==> config.mk <==
export PLATFORM = sky130hd
export DESIGN_NAME = periodic_timer_scheduler
export DESIGN_NICKNAME = d
export VERILOG_FILES = /design/src/rtl/pts_pkg.sv /design/src/rtl/periodic_timer_scheduler.sv /design/src/rtl/pts_datapath.sv /design/src/rtl/pts_ctrl.sv
export SDC_FILE = /design/constraint.sdc
export NUM_CORES = 2
export LEC_CHECK = 0
export ABC_AREA = 1
export BUFFER_PORTS_ARGS = -buffer_cell sky130_fd_sc_hd__buf_4
export CAP_MARGIN = 20
export CORE_AREA = 2 2 567 569
export DETAILED_ROUTE_END_ITERATION = 6
export DIE_AREA = 0 0 569 571
export PLACE_DENSITY = 0.4
export SETUP_SLACK_MARGIN = 0.5
export SLEW_MARGIN = 30
export SYNTH_ARGS = -nofsm -noshare
export SYNTH_HDL_FRONTEND = slang
export SYNTH_SLANG_ARGS = --single-unit
==> constraint.sdc <==
create_clock -name aclk -period 11.25 [get_ports aclk]
set_input_delay 2.25 -clock aclk [delete_from_list [all_inputs] [get_ports aclk]]
set_output_delay 2.25 -clock aclk [all_outputs]
set_load 0.05 [all_outputs]
==> src/rtl/pts_pkg.sv <==
// shared types, codes and constants for the periodic timer scheduler
package pts_pkg;

    localparam int TIMER_SLOTS = 16;
    localparam int MAX_RESULTS = 16;
    localparam int TIME_W      = 48;
    localparam int HANDLE_W    = 32;
    localparam int TICKS_W     = 32;
    localparam int FIRE_CNT_W  = $clog2(MAX_RESULTS + 1);

    localparam logic [1:0] CMD_TICK     = 2'd0;
    localparam logic [1:0] CMD_SCHEDULE = 2'd1;
    localparam logic [1:0] CMD_CANCEL   = 2'd2;

    localparam logic [1:0] EV_SCHEDULED = 2'd0;
    localparam logic [1:0] EV_CANCEL    = 2'd1;
    localparam logic [1:0] EV_FIRED     = 2'd2;
    localparam logic [1:0] EV_FULL      = 2'd3;

    typedef struct packed {
        logic [1:0]          command;
        logic [TICKS_W-1:0]  delay_ticks;
        logic [TICKS_W-1:0]  period_ticks;
        logic [HANDLE_W-1:0] cancel_handle;
    } in_item_t;

    typedef struct packed {
        logic [1:0]          event_kind;
        logic [HANDLE_W-1:0] timer_handle;
        logic                found;
        logic                last;
    } out_item_t;

    typedef enum logic [2:0] {
        ST_IDLE,
        ST_DUE,
        ST_PICK,
        ST_FIRE,
        ST_SCHED,
        ST_CAN,
        ST_CAN_REPLY
    } state_t;

    typedef enum logic [2:0] {
        DP_NONE,
        DP_LOAD,
        DP_DUE,
        DP_PICK,
        DP_FIRE,
        DP_SCHED,
        DP_CAN_STEP,
        DP_CAN_EMIT
    } dp_cmd_t;

    typedef struct packed {
        logic idx_last;
        logic any_due;
        logic fire_last;
        logic can_hit;
        logic out_free;
    } dp_status_t;

endpackage

==> src/rtl/periodic_timer_scheduler.sv <==
// top level of the periodic timer scheduler
//
//   channel   ports                      carries
//   s_        s_valid s_ready s_data     one request: tick, schedule or cancel
//   m_        m_valid m_ready m_data     result events, last marks the final one
//
// a tick scans the table once to mark due timers and once more per fired timer;
// every scan walks the slot table one entry per cycle.
// a quiet tick ends with no result.
// synchronous active-low reset empties the table and zeroes time and handle counter.
// a stalled m_ready holds the current result and the scan waits before the next one.
module periodic_timer_scheduler #(
    parameter int TIMER_SLOTS = pts_pkg::TIMER_SLOTS
) (
    input  logic               aclk,
    input  logic               aresetn,
    input  logic               s_valid,
    output logic               s_ready,
    input  pts_pkg::in_item_t  s_data,
    output logic               m_valid,
    input  logic               m_ready,
    output pts_pkg::out_item_t m_data
);
    pts_pkg::dp_cmd_t    cmd;
    pts_pkg::dp_status_t status;

    pts_ctrl u_ctrl (
        .aclk    (aclk),
        .aresetn (aresetn),
        .s_valid (s_valid),
        .command (s_data.command),
        .s_ready (s_ready),
        .status  (status),
        .cmd     (cmd)
    );

    pts_datapath #(
        .TIMER_SLOTS (TIMER_SLOTS)
    ) u_datapath (
        .aclk    (aclk),
        .aresetn (aresetn),
        .s_data  (s_data),
        .cmd     (cmd),
        .status  (status),
        .m_valid (m_valid),
        .m_ready (m_ready),
        .m_data  (m_data)
    );

endmodule

==> src/rtl/pts_datapath.sv <==
// slot table, scan registers and result register of the timer scheduler
module pts_datapath #(
    parameter int TIMER_SLOTS = pts_pkg::TIMER_SLOTS
) (
    input  logic                 aclk,
    input  logic                 aresetn,
    input  pts_pkg::in_item_t    s_data,
    input  pts_pkg::dp_cmd_t     cmd,
    output pts_pkg::dp_status_t  status,
    output logic                 m_valid,
    input  logic                 m_ready,
    output pts_pkg::out_item_t   m_data
);
    localparam int IW = (TIMER_SLOTS > 1) ? $clog2(TIMER_SLOTS) : 1;
    localparam int TW = pts_pkg::TIME_W;
    localparam int HW = pts_pkg::HANDLE_W;
    localparam int PW = pts_pkg::TICKS_W;
    localparam int CW = pts_pkg::FIRE_CNT_W;

    logic [TIMER_SLOTS-1:0] valid_reg, valid_next;
    logic [TIMER_SLOTS-1:0] due_reg, due_next;
    logic [HW-1:0]          handle_reg [TIMER_SLOTS];
    logic [TW-1:0]          wake_reg   [TIMER_SLOTS];
    logic [PW-1:0]          period_reg [TIMER_SLOTS];

    logic [TW-1:0]          time_reg;
    logic [HW-1:0]          next_handle_reg;
    pts_pkg::in_item_t      in_reg;
    logic [IW-1:0]          idx_reg;
    logic                   best_valid_reg;
    logic [IW-1:0]          best_idx_reg;
    logic [TW-1:0]          best_wake_reg;
    logic [HW-1:0]          best_handle_reg;
    logic [CW-1:0]          fire_cnt_reg;
    logic                   found_reg;
    logic                   m_valid_reg;
    pts_pkg::out_item_t     m_data_reg;

    logic                   free_found;
    logic [IW-1:0]          free_idx;
    logic                   idx_last;
    logic [IW-1:0]          idx_step;
    logic                   earlier;
    logic [TIMER_SLOTS-1:0] due_left;
    logic                   fire_last;
    logic                   can_hit;
    logic [PW-1:0]          fire_period;

    assign idx_last = (idx_reg == IW'(TIMER_SLOTS - 1));
    assign idx_step = idx_last ? '0 : idx_reg + 1'b1;
    assign can_hit  = valid_reg[idx_reg] && (handle_reg[idx_reg] == in_reg.cancel_handle);
    assign fire_period = period_reg[best_idx_reg];

    // lowest free slot
    always_comb begin
        free_found = 1'b0;
        free_idx   = '0;
        for (int i = TIMER_SLOTS - 1; i >= 0; i--) begin
            if (!valid_reg[i]) begin
                free_found = 1'b1;
                free_idx   = IW'(i);
            end
        end
    end

    // wake time first, then handle; equal keeps the lower slot seen first
    always_comb begin
        if (wake_reg[idx_reg] != best_wake_reg) begin
            earlier = wake_reg[idx_reg] < best_wake_reg;
        end else begin
            earlier = handle_reg[idx_reg] < best_handle_reg;
        end
    end

    always_comb begin
        due_left               = due_reg;
        due_left[best_idx_reg] = 1'b0;
    end

    assign fire_last = (fire_cnt_reg == CW'(pts_pkg::MAX_RESULTS - 1)) || (due_left == '0);

    always_comb begin
        valid_next = valid_reg;
        due_next   = due_reg;
        case (cmd)
            pts_pkg::DP_DUE: begin
                due_next[idx_reg] = valid_reg[idx_reg] && (time_reg > wake_reg[idx_reg]);
            end
            pts_pkg::DP_FIRE: begin
                due_next = due_left;
                if (fire_period == '0) begin
                    valid_next[best_idx_reg] = 1'b0;
                end
            end
            pts_pkg::DP_SCHED: begin
                if (free_found) begin
                    valid_next[free_idx] = 1'b1;
                end
            end
            pts_pkg::DP_CAN_STEP: begin
                if (can_hit) begin
                    valid_next[idx_reg] = 1'b0;
                end
            end
            default: begin
            end
        endcase
    end

    always_ff @(posedge aclk) begin
        if (!aresetn) begin
            valid_reg       <= '0;
            due_reg         <= '0;
            time_reg        <= '0;
            next_handle_reg <= '0;
            idx_reg         <= '0;
            best_valid_reg  <= 1'b0;
            fire_cnt_reg    <= '0;
            m_valid_reg     <= 1'b0;
        end else begin
            valid_reg <= valid_next;
            due_reg   <= due_next;
            if (m_valid_reg && m_ready) begin
                m_valid_reg <= 1'b0;
            end
            case (cmd)
                pts_pkg::DP_LOAD: begin
                    idx_reg        <= '0;
                    best_valid_reg <= 1'b0;
                    fire_cnt_reg   <= '0;
                    if (s_data.command == pts_pkg::CMD_TICK) begin
                        time_reg <= time_reg + 1'b1;
                    end
                end
                pts_pkg::DP_DUE: begin
                    idx_reg <= idx_step;
                end
                pts_pkg::DP_PICK: begin
                    idx_reg <= idx_step;
                    if (due_reg[idx_reg] && (!best_valid_reg || earlier)) begin
                        best_valid_reg <= 1'b1;
                    end
                end
                pts_pkg::DP_FIRE: begin
                    idx_reg        <= '0;
                    best_valid_reg <= 1'b0;
                    fire_cnt_reg   <= fire_cnt_reg + 1'b1;
                    m_valid_reg    <= 1'b1;
                end
                pts_pkg::DP_SCHED: begin
                    m_valid_reg <= 1'b1;
                    if (free_found) begin
                        next_handle_reg <= next_handle_reg + 1'b1;
                    end
                end
                pts_pkg::DP_CAN_STEP: begin
                    idx_reg <= idx_step;
                end
                pts_pkg::DP_CAN_EMIT: begin
                    m_valid_reg <= 1'b1;
                end
                default: begin
                end
            endcase
        end
    end

    // payload registers
    always_ff @(posedge aclk) begin
        case (cmd)
            pts_pkg::DP_LOAD: begin
                in_reg <= s_data;
            end
            pts_pkg::DP_PICK: begin
                if (due_reg[idx_reg] && (!best_valid_reg || earlier)) begin
                    best_idx_reg    <= idx_reg;
                    best_wake_reg   <= wake_reg[idx_reg];
                    best_handle_reg <= handle_reg[idx_reg];
                end
            end
            pts_pkg::DP_FIRE: begin
                if (fire_period != '0) begin
                    wake_reg[best_idx_reg] <= best_wake_reg + TW'(fire_period);
                end
                m_data_reg.event_kind   <= pts_pkg::EV_FIRED;
                m_data_reg.timer_handle <= best_handle_reg;
                m_data_reg.found        <= 1'b0;
                m_data_reg.last         <= fire_last;
            end
            pts_pkg::DP_SCHED: begin
                if (free_found) begin
                    handle_reg[free_idx]    <= next_handle_reg;
                    wake_reg[free_idx]      <= time_reg + TW'(in_reg.delay_ticks);
                    period_reg[free_idx]    <= in_reg.period_ticks;
                    m_data_reg.event_kind   <= pts_pkg::EV_SCHEDULED;
                    m_data_reg.timer_handle <= next_handle_reg;
                end else begin
                    m_data_reg.event_kind   <= pts_pkg::EV_FULL;
                    m_data_reg.timer_handle <= '0;
                end
                m_data_reg.found <= 1'b0;
                m_data_reg.last  <= 1'b1;
            end
            pts_pkg::DP_CAN_STEP: begin
                found_reg <= can_hit;
            end
            pts_pkg::DP_CAN_EMIT: begin
                m_data_reg.event_kind   <= pts_pkg::EV_CANCEL;
                m_data_reg.timer_handle <= in_reg.cancel_handle;
                m_data_reg.found        <= found_reg;
                m_data_reg.last         <= 1'b1;
            end
            default: begin
            end
        endcase
    end

    assign status.idx_last  = idx_last;
    assign status.any_due   = (due_reg != '0);
    assign status.fire_last = fire_last;
    assign status.can_hit   = can_hit;
    assign status.out_free  = !m_valid_reg;

    assign m_valid = m_valid_reg;
    assign m_data  = m_data_reg;

endmodule

==> src/rtl/pts_ctrl.sv <==
// controller state machine sequencing the slot scans of the timer scheduler
module pts_ctrl (
    input  logic                aclk,
    input  logic                aresetn,
    input  logic                s_valid,
    input  logic [1:0]          command,
    output logic                s_ready,
    input  pts_pkg::dp_status_t status,
    output pts_pkg::dp_cmd_t    cmd
);
    pts_pkg::state_t state_reg, state_next;

    always_ff @(posedge aclk) begin
        if (!aresetn) begin
            state_reg <= pts_pkg::ST_IDLE;
        end else begin
            state_reg <= state_next;
        end
    end

    always_comb begin
        state_next = state_reg;
        cmd        = pts_pkg::DP_NONE;
        s_ready    = 1'b0;
        case (state_reg)
            pts_pkg::ST_IDLE: begin
                s_ready = 1'b1;
                if (s_valid) begin
                    cmd = pts_pkg::DP_LOAD;
                    case (command)
                        pts_pkg::CMD_TICK:     state_next = pts_pkg::ST_DUE;
                        pts_pkg::CMD_SCHEDULE: state_next = pts_pkg::ST_SCHED;
                        pts_pkg::CMD_CANCEL:   state_next = pts_pkg::ST_CAN;
                        default:               state_next = pts_pkg::ST_IDLE;
                    endcase
                end
            end
            pts_pkg::ST_DUE: begin
                cmd = pts_pkg::DP_DUE;
                if (status.idx_last) begin
                    state_next = pts_pkg::ST_PICK;
                end
            end
            pts_pkg::ST_PICK: begin
                if (!status.any_due) begin
                    state_next = pts_pkg::ST_IDLE;
                end else begin
                    cmd = pts_pkg::DP_PICK;
                    if (status.idx_last) begin
                        state_next = pts_pkg::ST_FIRE;
                    end
                end
            end
            pts_pkg::ST_FIRE: begin
                if (status.out_free) begin
                    cmd        = pts_pkg::DP_FIRE;
                    state_next = status.fire_last ? pts_pkg::ST_IDLE : pts_pkg::ST_PICK;
                end
            end
            pts_pkg::ST_SCHED: begin
                if (status.out_free) begin
                    cmd        = pts_pkg::DP_SCHED;
                    state_next = pts_pkg::ST_IDLE;
                end
            end
            pts_pkg::ST_CAN: begin
                cmd = pts_pkg::DP_CAN_STEP;
                if (status.can_hit || status.idx_last) begin
                    state_next = pts_pkg::ST_CAN_REPLY;
                end
            end
            pts_pkg::ST_CAN_REPLY: begin
                if (status.out_free) begin
                    cmd        = pts_pkg::DP_CAN_EMIT;
                    state_next = pts_pkg::ST_IDLE;
                end
            end
            default: begin
                state_next = pts_pkg::ST_IDLE;
            end
        endcase
    end

endmodule
==> impl_metrics.prom <==
# TYPE chip_impl_metric gauge
chip_impl_info{name="status",value="finished, final reports clean"} 1
chip_impl_metric{name="wire_length_per_cell_after_detailed_routing",unit="um"} 24.60
chip_impl_metric{name="post_synth_xor_area_fraction",unit=""} 0.004223
chip_impl_metric{name="post_cts.repair.setup_buffers",unit=""} 0
chip_impl_metric{name="post_route_cells_drive_above_1_share",unit=""} 0.08165
chip_impl_metric{name="slew_violations",unit=""} 0
chip_impl_info{name="tritoncts",value="done"} 1
chip_impl_info{name="worstSetupStartpointType",value="register"} 1
chip_impl_metric{name="post_synth_simple_gate_area",unit=""} 0.1403
chip_impl_metric{name="ys_seq_elements",unit=""} 2143
chip_impl_metric{name="num_vias",unit=""} 65830
chip_impl_metric{name="cts_buffer_depth",unit=""} 4
chip_impl_metric{name="synth_adder_area_share",unit=""} 0.02678
chip_impl_metric{name="pwr_density_cell",unit="nW/um^2"} 196.7
chip_impl_info{name="synth_area_leader_cell",value="sky130_fd_sc_hd__edfxtp_1"} 1
chip_impl_metric{name="fp.dieH",unit="um"} 571
chip_impl_metric{name="largest_register_ffs",unit=""} 768
chip_impl_metric{name="irDropWorstVdd",unit="mV"} 0.1530
chip_impl_metric{name="start_util",unit=""} 0.2988
chip_impl_metric{name="worst_ep_arrival_time",unit="ns"} 8.27
chip_impl_metric{name="ys_seq_area_frac",unit=""} 0.6605
chip_impl_metric{name="clkSinkCount",unit=""} 2143
chip_impl_metric{name="globalRouteTotalUtil",unit=""} 0.1950
chip_impl_metric{name="finalWorstPathRequiredPeriod",unit="ns"} 7.728
chip_impl_metric{name="grt_antenna_before_repair",unit=""} 5
chip_impl_info{name="critPathTopFamily",value="buffers and inverters"} 1
chip_impl_metric{name="cts_htree_levels",unit=""} 4
chip_impl_metric{name="synthesis.nets",unit=""} 9013
chip_impl_metric{name="grt_first_pass_wirelength",unit="um"} 465100
chip_impl_info{name="top_cells_by_area_synth",value="sky130_fd_sc_hd__edfxtp_1, sky130_fd_sc_hd__nand2_1, sky130_fd_sc_hd__o21ai_0"} 1
chip_impl_metric{name="finalSetupViolCount",unit=""} 0
chip_impl_info{name="critPathMostFrequentCell",value="sky130_fd_sc_hd__nand2_1"} 1
chip_impl_metric{name="syn_avg_cell_area",unit="um^2"} 10.96
chip_impl_metric{name="number_of_flops_mapped_to_enable_cells_by_yosys",unit=""} 2009
chip_impl_info{name="critPathSlowestCell",value="sky130_fd_sc_hd__dfxtp_4"} 1
chip_impl_metric{name="worstPathBufferInverterCount",unit=""} 5
chip_impl_metric{name="post-route-util",unit=""} 0.3413
chip_impl_metric{name="largest_net_degree_at_the_start_of_global_routing",unit=""} 201
chip_impl_info{name="timing.rr.end",value="u_datapath.best_handle_reg[23]"} 1
chip_impl_info{name="cp_cell_sequence",value="clkinv_8 > buf_12 > buf_4 > o21ai_0 > o22ai_1 > o211ai_1 > nand2_1 > ha_1 > nand4_1 > nor4_1 > nand2_1 > nor4_4 > and3_1 > nand2_1 > nand3_1 > nand2_1 > inv_4 > buf_4"} 1
chip_impl_metric{name="drc_errors",unit=""} 0
chip_impl_metric{name="post-dp-hpwl",unit="um"} 195200
chip_impl_metric{name="max_freq",unit="GHz"} 0.1294
chip_impl_info{name="synth-main-ff-cell",value="sky130_fd_sc_hd__edfxtp_1"} 1
chip_impl_info{name="clock_tree.root_cell",value="sky130_fd_sc_hd__clkbuf_16"} 1
chip_impl_metric{name="worst-r2r-setup-slack",unit="ns"} 3.52
chip_impl_info{name="layout_common_cells",value="sky130_fd_sc_hd__edfxtp_1, sky130_fd_sc_hd__nand2_1, sky130_fd_sc_hd__inv_1"} 1
chip_impl_metric{name="gpl.final_weighted_congestion",unit=""} 0.9020
chip_impl_info{name="grt_setup_unrepaired",value="no"} 1
chip_impl_metric{name="max_cap_violations",unit=""} 0
chip_impl_metric{name="vias_per_cell",unit=""} 4.988
chip_impl_metric{name="buffer_ports.inserted",unit=""} 139
chip_impl_metric{name="std_cell_rows",unit=""} 208
chip_impl_metric{name="slew_headroom",unit=""} 0.2604
chip_impl_metric{name="io-pin-count",unit=""} 140
chip_impl_metric{name="drt_first_iter_violations",unit=""} 5564
chip_impl_metric{name="die_w",unit="um"} 569
chip_impl_info{name="synth_top_family_by_area",value="simple AND/OR/NAND/NOR gates"} 1
chip_impl_metric{name="gr-total-overflow",unit=""} 0
chip_impl_metric{name="least_margin_pin_slew",unit="ns"} 1.109
chip_impl_metric{name="die_area",unit="um^2"} 324900
chip_impl_metric{name="timing.reg2reg.worst_path_depth",unit=""} 18
chip_impl_metric{name="firstDrtPassIters",unit=""} 6
chip_impl_metric{name="placement.setup.worst_slack",unit="ns"} 3.764
chip_impl_metric{name="clock_latency",unit="ns"} 0.95
chip_impl_metric{name="timing.clock.skew",unit="ns"} 0.1074
chip_impl_metric{name="synthesis.instances",unit=""} 8708
chip_impl_metric{name="detail_route_antenna_nets",unit=""} 0
chip_impl_metric{name="final_total_negative_setup_slack",unit="ns"} 0
chip_impl_metric{name="critical_path_cell_count",unit=""} 18
chip_impl_metric{name="ys_types",unit=""} 60
chip_impl_metric{name="hold_buffers",unit=""} 0
chip_impl_metric{name="post_synth_mux_area_share",unit=""} 0
chip_impl_metric{name="finish.instance_area",unit="um^2"} 109000
chip_impl_metric{name="finish.net_count",unit=""} 9101
chip_impl_info{name="capture_point_of_the_worst_path",value="u_datapath.best_handle_reg[23]"} 1
chip_impl_metric{name="synthesis_to_layout_area_growth",unit="%"} 14.24
chip_impl_metric{name="timing.critical_path.slowest_cell_delay",unit="ns"} 0.89
chip_impl_metric{name="postPlaceCellArea",unit="um^2"} 101200
chip_impl_metric{name="cts.reportedPaths.clkPinSlew",unit="ns"} 0.06
chip_impl_metric{name="synth.top_cell.area_share",unit=""} 0.6323
chip_impl_metric{name="synth.yosys.warnings",unit=""} 0
chip_impl_metric{name="post-route-worst-setup-slack",unit="ns"} 3.522
chip_impl_metric{name="timing.final.crit_share",unit=""} 0.6870
chip_impl_metric{name="quantity_of_gates_resized_following_cts",unit=""} 0
chip_impl_info{name="worst_setup_path_end_kind",value="register"} 1
chip_impl_metric{name="critical_path.max_fanout",unit=""} 162
chip_impl_metric{name="placeableCoreArea",unit="um^2"} 319300
chip_impl_metric{name="cts_buffers",unit=""} 238
chip_impl_metric{name="cp.required",unit="ns"} 11.79
chip_impl_info{name="hold_path.class",value="reg2reg"} 1
chip_impl_metric{name="wirelength",unit="um"} 324700
chip_impl_metric{name="finalHoldWorstSlack",unit="ns"} 0.4649
chip_impl_metric{name="synth-compound-area-share",unit=""} 0.1091
chip_impl_metric{name="p_leak",unit="nW"} 39.32
chip_impl_metric{name="synthesis.area",unit="um^2"} 95400
chip_impl_info{name="final_common_cell",value="sky130_fd_sc_hd__edfxtp_1"} 1
chip_impl_info{name="crit_type",value="reg2reg"} 1
chip_impl_metric{name="final-hold-violation-count",unit=""} 0
chip_impl_metric{name="first_global_vias",unit=""} 64370
chip_impl_metric{name="ys_async_sr_fraction",unit=""} 0
-- kinds of logic (layout without fill, tap and decap cells) --
family / Yosys count / count (layout)
buffers and inverters: 1362 / 1644
adders and majority gates: 203 / 203
DFF: 2143 / 2143
and+or+nand+nor: 3179 / 3179
other: 0 / 6
xor gates and xnor gates: 46 / 46
AOI/OAI and AO/OA: 1775 / 1775
-- stage by stage --
stage	std cells	power, mW
after floorplan	8708	12.18
after global placement	12750	13.77
after detailed placement	12760	13.81
after CTS	13190	21.72
after global routing	13190	22.38
final	13200	21.44
-- report_power, final --
group          switching, mW  internal [mW]  total (mW)
logic                   2.92          0.957        3.87
clock network           3.30           4.53        7.83
registers              0.343           9.39        9.73
-- worst reg2reg max path, cell delays in order, from the launching register on --
cell and delay [ns]:
sky130_fd_sc_hd__dfxtp_4 0.89, sky130_fd_sc_hd__clkinv_8 0.70, sky130_fd_sc_hd__buf_12 0.80, sky130_fd_sc_hd__buf_4 0.38
sky130_fd_sc_hd__o21ai_0 0.20, sky130_fd_sc_hd__o22ai_1 0.09, sky130_fd_sc_hd__o211ai_1 0.22, sky130_fd_sc_hd__nand2_1 0.19
sky130_fd_sc_hd__ha_1 0.35, sky130_fd_sc_hd__nand4_1 0.18, sky130_fd_sc_hd__nor4_1 0.52, sky130_fd_sc_hd__nand2_1 0.28
sky130_fd_sc_hd__nor4_4 0.61, sky130_fd_sc_hd__and3_1 0.29, sky130_fd_sc_hd__nand2_1 0.07, sky130_fd_sc_hd__nand3_1 0.16
sky130_fd_sc_hd__nand2_1 0.18, sky130_fd_sc_hd__inv_4 0.59, sky130_fd_sc_hd__buf_4 0.62
-- worst min-delay path by stage --
stage,from,end,slack (ns),cells after the start
after floorplan,u_datapath.idx_reg[3],u_datapath.best_idx_reg[3],0.41,0
after global placement,u_datapath.fire_cnt_reg[3],u_datapath.fire_cnt_reg[3],0.45,2
after detailed placement,u_datapath.fire_cnt_reg[3],u_datapath.fire_cnt_reg[3],0.46,2
after CTS,u_datapath.fire_cnt_reg[3],u_datapath.fire_cnt_reg[3],0.47,2
after global routing,u_datapath.fire_cnt_reg[3],u_datapath.fire_cnt_reg[3],0.49,2
final,u_datapath.fire_cnt_reg[3],u_datapath.fire_cnt_reg[3],0.46,2
-- layer usage --
metal | global-route usage | wire (um) | vias up
met3 | 0.01960 | 12050 | 375
li1 | - | - | 30970
met2 | 0.3300 | 156000 | 1428
met4 | 0.05044 | 8400 | 0
met5 | 0 | 0 | -
met1 | 0.2663 | 148200 | 33060
-- synthesized netlist by cell type (78+ instances only) --
master	number
sky130_fd_sc_hd__inv_1	914
sky130_fd_sc_hd__o21ai_0	789
sky130_fd_sc_hd__dfxtp_1	134
sky130_fd_sc_hd__edfxtp_1	2009
sky130_fd_sc_hd__o221ai_1	181
sky130_fd_sc_hd__clkbuf_1	245
sky130_fd_sc_hd__buf_2	78
sky130_fd_sc_hd__a21oi_1	429
sky130_fd_sc_hd__nor2_1	905
sky130_fd_sc_hd__nand2_1	1401
sky130_fd_sc_hd__o211ai_1	207
sky130_fd_sc_hd__ha_1	201
sky130_fd_sc_hd__nand3_1	648
-- cell type report --
cell class              count  area [um^2]
flip-flops and latches   2143        63040
clock inverters           112         1311
fillers                 31710       210300
well taps                4200         5255
multi-input cells        5203        27070
repair buffers            280         2342
inverters                 930         3527
clock buffers             322         6432
diodes                      6        15.01
Note: power is estimated with default switching activity, not from simulation.
